`src/rtl/core/lfuwb_pkg.sv`:
```
// Shared types and constants for the LFU write-back cache directory.
// Depends on nothing; every module of the block imports it.
package lfuwb_pkg;

    localparam int CL_W          = 32;
    localparam int CNT_W         = 16;
    localparam int SLOT_W        = 3;
    localparam int CAP_W         = 4;
    localparam int MAX_SLOTS_DEF = 8;

    localparam logic [CAP_W-1:0] CAP_RESET = 4'd1;
    localparam logic [CNT_W-1:0] COUNT_MAX = 16'hFFFF;
    localparam logic [CNT_W-1:0] COUNT_ONE = 16'd1;

    typedef enum logic [1:0] {
        ACT_READ  = 2'd0,
        ACT_WRITE = 2'd1,
        ACT_FLUSH = 2'd2,
        ACT_DROP  = 2'd3
    } t_action;

    typedef enum logic [1:0] {
        S_IDLE,
        S_SCAN,
        S_VICT,
        S_DONE
    } t_state;

    typedef struct packed {
        t_action             action;
        logic [CL_W-1:0]     cluster;
    } t_req;

    typedef struct packed {
        logic                hit;
        logic [SLOT_W-1:0]   slot;
        logic                bypass;
        logic                fetch;
        logic                writeback;
        logic [CL_W-1:0]     victim_cluster;
        logic [SLOT_W-1:0]   victim_slot;
        logic                last;
    } t_res;

    // One directory entry as it travels around the ring.
    typedef struct packed {
        logic [CL_W-1:0]     tag;
        logic [CNT_W-1:0]    count;
        logic                dirty;
    } t_entry;

    // Change applied to an entry as it enters a cell.
    typedef struct packed {
        logic                load;
        logic                bump;
        logic                clr;
        logic                wr;
        logic [CL_W-1:0]     tag;
    } t_edit;

    function automatic logic [CNT_W-1:0] sat_inc(input logic [CNT_W-1:0] cnt);
        logic [CNT_W-1:0] res;
        res = (cnt == COUNT_MAX) ? cnt : cnt + COUNT_ONE;
        return res;
    endfunction

endpackage

```
`src/rtl/core/lfu_writeback_block_cache_directory_core.sv`:
```
// Top level of the LFU write-back cache directory: a ring of directory cells
// and the head controller. Depends on lfuwb_pkg, lfuwb_cell and lfuwb_ctrl.
//
//  channel   direction   handshake              word
//  in        in          i_in_valid/o_in_stall  t_req  (action, cluster)
//  out       out         o_out_valid/i_out_stall t_res (hit .. last)
//  cfg       in          i_cfg_valid/o_cfg_ready block_capacity, 4 bits
//
// The directory entries rotate one cell per cycle past the head controller during a pass,
// unless a stall on the result side holds the ring. A replacement in a full cache needs a
// second pass to write the victim slot. One request is in work at a time.
// Reset empties the directory and sets the capacity to 1; no clearing pass is needed.
// A stall on the result side holds the ring during a flush or drop once a second dirty slot is found.
module lfu_writeback_block_cache_directory_core import lfuwb_pkg::*; #(
    parameter int MAX_SLOTS = MAX_SLOTS_DEF
) (
    input  logic             i_clk,
    input  logic             i_rst_n,
    input  logic             i_in_valid,
    output logic             o_in_stall,
    input  t_req             i_in_data,
    output logic             o_out_valid,
    input  logic             i_out_stall,
    output t_res             o_out_data,
    input  logic             i_cfg_valid,
    output logic             o_cfg_ready,
    input  logic [CAP_W-1:0] i_cfg_data
);

    t_entry w_cell      [MAX_SLOTS];
    t_entry w_cell_in   [MAX_SLOTS];
    t_edit  w_cell_edit [MAX_SLOTS];
    logic   w_shift;
    t_edit  w_edit;

    lfuwb_ctrl #(
        .MAX_SLOTS (MAX_SLOTS)
    ) u_ctrl (
        .i_clk       (i_clk),
        .i_rst_n     (i_rst_n),
        .i_in_valid  (i_in_valid),
        .o_in_stall  (o_in_stall),
        .i_in_data   (i_in_data),
        .o_out_valid (o_out_valid),
        .i_out_stall (i_out_stall),
        .o_out_data  (o_out_data),
        .i_cfg_valid (i_cfg_valid),
        .o_cfg_ready (o_cfg_ready),
        .i_cfg_data  (i_cfg_data),
        .i_head      (w_cell[0]),
        .o_shift     (w_shift),
        .o_edit      (w_edit)
    );

    // cell 0 is the head; the edited head entry re-enters at the tail
    for (genvar g = 0; g < MAX_SLOTS; g++) begin : g_cell
        if (g == MAX_SLOTS - 1) begin : g_tail
            assign w_cell_in[g]   = w_cell[0];
            assign w_cell_edit[g] = w_edit;
        end else begin : g_body
            assign w_cell_in[g]   = w_cell[g+1];
            assign w_cell_edit[g] = '0;
        end

        lfuwb_cell u_cell (
            .i_clk   (i_clk),
            .i_shift (w_shift),
            .i_entry (w_cell_in[g]),
            .i_edit  (w_cell_edit[g]),
            .o_entry (w_cell[g])
        );
    end

endmodule

```
`src/rtl/core/lfuwb_cell.sv`:
```
// One directory cell of the rotating ring: holds a slot's tag, use count and dirty mark.
// Depends on lfuwb_pkg for the entry and edit types.
module lfuwb_cell import lfuwb_pkg::*; (
    input  logic   i_clk,
    input  logic   i_shift,
    input  t_entry i_entry,
    input  t_edit  i_edit,
    output t_entry o_entry
);

    t_entry r_entry;
    t_entry n_entry;

    always_comb begin
        n_entry = i_entry;
        if (i_edit.load) begin
            n_entry.tag   = i_edit.tag;
            n_entry.count = COUNT_ONE;
            n_entry.dirty = i_edit.wr;
        end else begin
            if (i_edit.bump) begin
                n_entry.count = sat_inc(i_entry.count);
                if (i_edit.wr) begin
                    n_entry.dirty = 1'b1;
                end
            end
            if (i_edit.clr) begin
                n_entry.dirty = 1'b0;
            end
        end
    end

    always_ff @(posedge i_clk) begin
        if (i_shift) begin
            r_entry <= n_entry;
        end
    end

    assign o_entry = r_entry;

endmodule

```
`src/rtl/core/lfuwb_ctrl.sv`:
```
// Head controller: examines the entry at the head of the ring, edits it on its way
// to the tail, sequences each request and holds the result register. Uses lfuwb_pkg.
module lfuwb_ctrl import lfuwb_pkg::*; #(
    parameter int MAX_SLOTS = MAX_SLOTS_DEF
) (
    input  logic             i_clk,
    input  logic             i_rst_n,
    input  logic             i_in_valid,
    output logic             o_in_stall,
    input  t_req             i_in_data,
    output logic             o_out_valid,
    input  logic             i_out_stall,
    output t_res             o_out_data,
    input  logic             i_cfg_valid,
    output logic             o_cfg_ready,
    input  logic [CAP_W-1:0] i_cfg_data,
    input  t_entry           i_head,
    output logic             o_shift,
    output t_edit            o_edit
);

    localparam int IW = (MAX_SLOTS > 1) ? $clog2(MAX_SLOTS) : 1;
    localparam int UW = $clog2(MAX_SLOTS + 1);
    localparam logic [IW-1:0] STEP_LAST = IW'(MAX_SLOTS - 1);

    t_state            r_state,     n_state;
    logic [CAP_W-1:0]  r_cap;
    logic [UW-1:0]     r_used,      n_used;
    logic [IW-1:0]     r_step,      n_step;
    t_action           r_act,       n_act;
    logic [CL_W-1:0]   r_cl,        n_cl;
    logic              r_bypass,    n_bypass;
    logic              r_hit,       n_hit;
    logic              r_fill,      n_fill;
    logic [IW-1:0]     r_slot,      n_slot;
    logic [IW-1:0]     r_best_idx,  n_best_idx;
    logic [CNT_W-1:0]  r_best_cnt,  n_best_cnt;
    logic [CL_W-1:0]   r_best_tag,  n_best_tag;
    logic              r_best_dirty, n_best_dirty;
    logic              r_pend_v,    n_pend_v;
    logic [IW-1:0]     r_pend_idx,  n_pend_idx;
    logic [CL_W-1:0]   r_pend_tag,  n_pend_tag;
    logic              r_out_valid, n_out_valid;
    t_res              r_out,       n_out;

    logic [UW-1:0]     w_cap;
    logic [UW-1:0]     w_k;
    logic              w_in_use;
    logic              w_wr;
    logic              w_wrap;
    logic              w_out_free;
    logic              w_hold;
    logic              w_load_out;
    t_res              w_res;
    logic              w_shift;
    t_edit             w_edit;

    assign o_in_stall  = (r_state != S_IDLE) || !i_rst_n;
    assign o_cfg_ready = i_rst_n;
    assign o_out_valid = r_out_valid;
    assign o_out_data  = r_out;
    assign o_shift     = w_shift;
    assign o_edit      = w_edit;

    always_comb begin
        n_state      = r_state;
        n_used       = r_used;
        n_step       = r_step;
        n_act        = r_act;
        n_cl         = r_cl;
        n_bypass     = r_bypass;
        n_hit        = r_hit;
        n_fill       = r_fill;
        n_slot       = r_slot;
        n_best_idx   = r_best_idx;
        n_best_cnt   = r_best_cnt;
        n_best_tag   = r_best_tag;
        n_best_dirty = r_best_dirty;
        n_pend_v     = r_pend_v;
        n_pend_idx   = r_pend_idx;
        n_pend_tag   = r_pend_tag;
        n_out_valid  = r_out_valid;
        n_out        = r_out;
        w_shift      = 1'b0;
        w_edit       = '0;
        w_load_out   = 1'b0;
        w_res        = '0;
        w_hold       = 1'b0;

        w_cap      = (int'(r_cap) > MAX_SLOTS) ? UW'(MAX_SLOTS) : UW'(r_cap);
        w_k        = UW'(r_step);
        w_in_use   = (w_k < r_used);
        w_wr       = (r_act == ACT_WRITE);
        w_wrap     = (r_step == STEP_LAST);
        w_out_free = !r_out_valid || !i_out_stall;

        if (r_out_valid && !i_out_stall) begin
            n_out_valid = 1'b0;
        end

        unique case (r_state)
            S_IDLE: begin
                if (i_in_valid) begin
                    n_act    = i_in_data.action;
                    n_cl     = i_in_data.cluster;
                    n_step   = '0;
                    n_hit    = 1'b0;
                    n_fill   = 1'b0;
                    n_pend_v = 1'b0;
                    n_bypass = ((i_in_data.action == ACT_READ) ||
                                (i_in_data.action == ACT_WRITE)) && (w_cap == '0);
                    n_state  = n_bypass ? S_DONE : S_SCAN;
                end
            end
            S_SCAN: begin
                if ((r_act == ACT_FLUSH) || (r_act == ACT_DROP)) begin
                    w_edit.clr = (r_act == ACT_DROP);
                    if (w_in_use && i_head.dirty) begin
                        // report the previous dirty slot, now known not to be the last
                        if (r_pend_v) begin
                            if (w_out_free) begin
                                w_load_out           = 1'b1;
                                w_res.writeback      = 1'b1;
                                w_res.slot           = SLOT_W'(r_pend_idx);
                                w_res.victim_cluster = r_pend_tag;
                                w_res.victim_slot    = SLOT_W'(r_pend_idx);
                            end else begin
                                w_hold = 1'b1;
                            end
                        end
                        if (!w_hold) begin
                            n_pend_v   = 1'b1;
                            n_pend_idx = r_step;
                            n_pend_tag = i_head.tag;
                        end
                    end
                end else begin
                    if (w_in_use && !r_hit && (i_head.tag == r_cl)) begin
                        w_edit.bump = 1'b1;
                        w_edit.wr   = w_wr;
                        n_hit       = 1'b1;
                        n_slot      = r_step;
                    end else if (!r_hit && !r_fill && (w_k == r_used) && (r_used < w_cap)) begin
                        // first free slot: all used slots are already behind us
                        w_edit.load = 1'b1;
                        w_edit.wr   = w_wr;
                        w_edit.tag  = r_cl;
                        n_fill      = 1'b1;
                        n_slot      = r_step;
                        n_used      = r_used + UW'(1);
                    end
                    if (w_in_use && ((r_step == '0) || (i_head.count < r_best_cnt))) begin
                        n_best_idx   = r_step;
                        n_best_cnt   = i_head.count;
                        n_best_tag   = i_head.tag;
                        n_best_dirty = i_head.dirty;
                    end
                end
                if (!w_hold) begin
                    w_shift = 1'b1;
                    n_step  = w_wrap ? '0 : r_step + IW'(1);
                    if (w_wrap) begin
                        if ((r_act == ACT_FLUSH) || (r_act == ACT_DROP)) begin
                            n_state = S_DONE;
                            if (r_act == ACT_DROP) begin
                                n_used = '0;
                            end
                        end else if (n_hit || n_fill) begin
                            n_state = S_DONE;
                        end else begin
                            n_state = S_VICT;
                        end
                    end
                end
            end
            S_VICT: begin
                w_shift = 1'b1;
                if (r_step == r_best_idx) begin
                    w_edit.load = 1'b1;
                    w_edit.wr   = w_wr;
                    w_edit.tag  = r_cl;
                end
                n_step = w_wrap ? '0 : r_step + IW'(1);
                if (w_wrap) begin
                    n_state = S_DONE;
                end
            end
            S_DONE: begin
                if (w_out_free) begin
                    w_load_out = 1'b1;
                    w_res.last = 1'b1;
                    priority if ((r_act == ACT_FLUSH) || (r_act == ACT_DROP)) begin
                        if (r_pend_v) begin
                            w_res.writeback      = 1'b1;
                            w_res.slot           = SLOT_W'(r_pend_idx);
                            w_res.victim_cluster = r_pend_tag;
                            w_res.victim_slot    = SLOT_W'(r_pend_idx);
                        end
                    end else if (r_bypass) begin
                        w_res.bypass = 1'b1;
                        w_res.fetch  = !w_wr;
                    end else if (r_hit) begin
                        w_res.hit  = 1'b1;
                        w_res.slot = SLOT_W'(r_slot);
                    end else if (r_fill) begin
                        w_res.slot  = SLOT_W'(r_slot);
                        w_res.fetch = !w_wr;
                    end else begin
                        w_res.slot      = SLOT_W'(r_best_idx);
                        w_res.fetch     = !w_wr;
                        w_res.writeback = r_best_dirty;
                        if (r_best_dirty) begin
                            w_res.victim_cluster = r_best_tag;
                            w_res.victim_slot    = SLOT_W'(r_best_idx);
                        end
                    end
                    n_state = S_IDLE;
                end
            end
            default: begin
                n_state = S_IDLE;
            end
        endcase

        if (w_load_out) begin
            n_out_valid = 1'b1;
            n_out       = w_res;
        end
    end

    always_ff @(posedge i_clk) begin
        if (!i_rst_n) begin
            r_state     <= S_IDLE;
            r_cap       <= CAP_RESET;
            r_used      <= '0;
            r_out_valid <= 1'b0;
        end else begin
            r_state     <= n_state;
            r_used      <= n_used;
            r_out_valid <= n_out_valid;
            if (i_cfg_valid && o_cfg_ready) begin
                r_cap <= i_cfg_data;
            end
        end
    end

    always_ff @(posedge i_clk) begin
        r_step       <= n_step;
        r_act        <= n_act;
        r_cl         <= n_cl;
        r_bypass     <= n_bypass;
        r_hit        <= n_hit;
        r_fill       <= n_fill;
        r_slot       <= n_slot;
        r_best_idx   <= n_best_idx;
        r_best_cnt   <= n_best_cnt;
        r_best_tag   <= n_best_tag;
        r_best_dirty <= n_best_dirty;
        r_pend_v     <= n_pend_v;
        r_pend_idx   <= n_pend_idx;
        r_pend_tag   <= n_pend_tag;
        r_out        <= n_out;
    end

endmodule

```
`config.mk`:
```
export PLATFORM = sky130hd
export DESIGN_NAME = lfu_writeback_block_cache_directory_core
export DESIGN_NICKNAME = d
export VERILOG_FILES = /design/src/rtl/core/lfuwb_pkg.sv /design/src/rtl/core/lfu_writeback_block_cache_directory_core.sv /design/src/rtl/core/lfuwb_cell.sv /design/src/rtl/core/lfuwb_ctrl.sv
export SDC_FILE = /design/constraint.sdc
export NUM_CORES = 1
export LEC_CHECK = 0
export ABC_AREA = 1
export BUFFER_PORTS_ARGS = -buffer_cell sky130_fd_sc_hd__buf_4
export CAP_MARGIN = 20
export CORE_ASPECT_RATIO = 1.4
export CORE_MARGIN = 2
export CORE_UTILIZATION = 65
export DETAILED_ROUTE_END_ITERATION = 6
export PLACE_DENSITY = 0.83
export REMOVE_ABC_BUFFERS = 1
export SLEW_MARGIN = 20
export SYNTH_ARGS = -nofsm -noshare
export SYNTH_HDL_FRONTEND = slang
export SYNTH_SLANG_ARGS = --single-unit
```
`constraint.sdc`:
```
create_clock -name i_clk -period 50.4 [get_ports i_clk]
set_clock_uncertainty 0.15 [all_clocks]
set_input_delay 5.04 -clock i_clk [delete_from_list [all_inputs] [get_ports i_clk]]
set_output_delay 5.04 -clock i_clk [all_outputs]
set_load 0.02 [all_outputs]
```
==> impl_results.md <==
- H-tree depth: 2
- # IOs: 89
- Core area: 31700 µm²
- First-pass GRT wire length: 59500 µm
- FMAX: 94.2 MHz
- DP HPWL: 22600 µm
- Synthesized area: 21000 µm²
- Setup TNS: 0 ps
- Cell Count, Final, Fillers Out: 1911
- Unique masters post-synth: 40
- # DRC: 0
- Root Driver: clkbuf_16
- EDFF count, synth: 566
- Outcome: finished clean
- Worst-skew pair later-pin latency: 580 ps
- Min Tclk post-route: 10620 ps
- Gr ovfl total: 0
- FF/Latch Area: 17200 µm²
- PostCTS Resize Cnt: 0
- Via Count: 11000
- Total Nets Final: 1548
- Gr usage total: 0.234
- Starting Density: 0.661
- N_diodes: 0
- FP Rows: 77
- Synth top area share: 0.811
- CTS clk-pin slew, worst paths: 70 ps
- Worst vdd ir: 0.0453 mV
- Routed WL: 39000 µm
- Main flop type after synthesis: edfxtp_1
- Drt via density: 5.75
- Crit Path Class: primary input to output port
- Final period utilization: 0.211
- Post-CTS Setup Inserts: 0
- Routed Antenna Nets: 0
- Post-layout util: 0.757
- Finished layout cell area: 24000 µm²
- CP Data Required Time: 45210 ps
- Max clock buf depth: 3
- Final setup violation count: 0
- Leading post-synthesis cells by cell area: edfxtp_1 81%, nand2_1 3.7%, inv_1 3.6%
- CTS Sinks: 577
- Yosys Warn Count: 0
- Yosys reg bits: 577
- Fillcell total: 1678
- Seq/Total Area, Yosys: 0.821
- Initial antenna violation count: 0
- Cell accounting for the most synthesized area: edfxtp_1
- Die width: 156 µm
- Area added between synthesis and finish: 14.4%
- Placed cells: 1815
- Iteration-0 DRC Markers: 985
- Dpl cell area: 22100 µm²
- Max Transition Viols Final: 0
- Largest net degree at the start of global routing: 233
- CP Max Fanout: 11
- MaxCap Viol Count: 0
- Share of layout cells above drive strength 1: 0.133
- Area of the die: 33700 µm²
- Worst setup EP type: output port
- Detailed Routing Iterations Pass 1: 7
- Worst min path class: register to register
- Synth Instances: 1347
- PwrDens: 57.5 nW/µm²
- Vias in the first global route: 11200
- FFs w/ async S/R, synth: 0
- CTS tree: built
- Syn avg cell area: 15.6 µm²
- Drt wl/cell: 20.4 µm
- Slew Limit Headroom: 0.417
- Worst Max-Slew Pin Slew: 875 ps
- Port bufs: 88
- Hold_buf cts: 0
- RSZ-0062 raised after global routing: no
- CP Launch Type: primary input
- Final Hold Fails: 0
- GPL Wtd Cong: 0.900
- Cts bufs inserted: 51
- Leakage: 9.05 nW
- Multi-input logic area: 2880 µm²
- CP arrival: 5430 ps
- Die height: 216 µm
## layout make-up
| class | count | share of cell area |
|---|---|---|
| flip-flops and latches | 577 | 0.718 |
| multi-input cells | 537 | 0.120 |
| clock buffers | 64 | 0.0566 |
| repair buffers | 99 | 0.0335 |
| inverters | 209 | 0.0327 |
| well taps | 395 | 0.0206 |
| clock inverters | 30 | 0.0187 |
## worst max-delay path, stage by stage
cell and delay (ps):
buf_4 150, nand2_1 70, buf_4 160
## routing by layer
layer / routed length (µm) / track usage / vias to the layer above
li1: - / - / 5025
met1: 14300 / 0.293 / 5408
met2: 20700 / 0.411 / 452
met3: 2560 / 0.0362 / 111
met4: 1420 / 0.0982 / 0
met5: 0 / 0 / -
## cells by family (layout without fill, tap and decap cells)
| family | count (synthesis) | in the layout | share of synthesized area |
|---|---|---|---|
| AND/OR/NAND/NOR | 360 | 360 | 0.0750 |
| buffers and inverters | 233 | 402 | 0.0441 |
| flip-flops | 577 | 577 | 0.821 |
| adder cells (fa/ha/maj) | 30 | 30 | 0.0179 |
| AO/OA/AOI/OAI | 134 | 134 | 0.0361 |
| XOR/XNOR | 13 | 13 | 0.00543 |
## final timing paths
kind,from,end,slack [ps],depth (start not counted)
max,i_rst_n,o_in_stall,39780,3
min,g_cell[4].u_cell.o_entry[37],g_cell[3].u_cell.o_entry[37],260,0
max reg2reg,u_ctrl.r_state[1],g_cell[5].u_cell.o_entry[18],46130,8
min reg2reg,g_cell[4].u_cell.o_entry[37],g_cell[3].u_cell.o_entry[37],260,0
## cells in the final DEF (no fill, tap or decap), types with 3 or more instances in the layout
cell / count
inv_2: 6
xor2_1: 5
nor2_1: 56
a21oi_1: 25
a31oi_1: 3
edfxtp_1: 566
o21ai_0: 56
nand4_1: 12
o22ai_1: 32
nand2_4: 3
nand3_1: 53
clkinv_2: 8
or2_2: 3
xnor2_1: 8
inv_1: 203
nor3_1: 12
inv_6: 3
clkbuf_16: 52
o21ai_1: 4
buf_4: 95
clkinv_1: 5
dfxtp_1: 11
clkbuf_1: 11
ha_1: 30
nor2_4: 3
a211oi_1: 4
bufinv_16: 11
nand2_1: 207
## through the flow
step	total power, mW	hold WS, ps	setup WS, ps
finish	1.38	261	39780
global placement	0.945	251	39780
CTS	1.39	264	39780
floorplan	0.962	250	24810
detailed placement	0.964	255	39780
global route	1.43	267	39770
## report_power, final
group | internal (mW) | total [mW] | switching [mW]
registers | 0.716 | 0.777 | 0.0612
clock network | 0.248 | 0.417 | 0.169
logic | 0.0483 | 0.185 | 0.137
## synthesized netlist by cell type, drive strengths merged, types with 2 or more instances
cell type  instances
o31ai              2
or2                6
xnor2              8
edfxtp           566
a211oi             4
clkbuf             8
a31oi              3
o211ai             2
nor2              60
o2111ai            2
o22ai             32
dfxtp             11
a21oi             27
nand4             13
buf               16
o21ai             60
nand3             53
xor2               5
inv              209
ha                30
nand2            210
nor3              15
## state kept, by name, indices dropped and copies added (netlist names), 4 cells and up
name,cells
g_cell.u_cell.o_entry,392
u_ctrl.o_out_data,43
u_ctrl.r_best_tag,32
u_ctrl.r_cl,32
u_ctrl.r_pend_tag,32
u_ctrl.r_best_cnt,16
u_ctrl.r_cap,4
u_ctrl.r_used,4
Note: power is estimated with default switching activity, not from simulation.
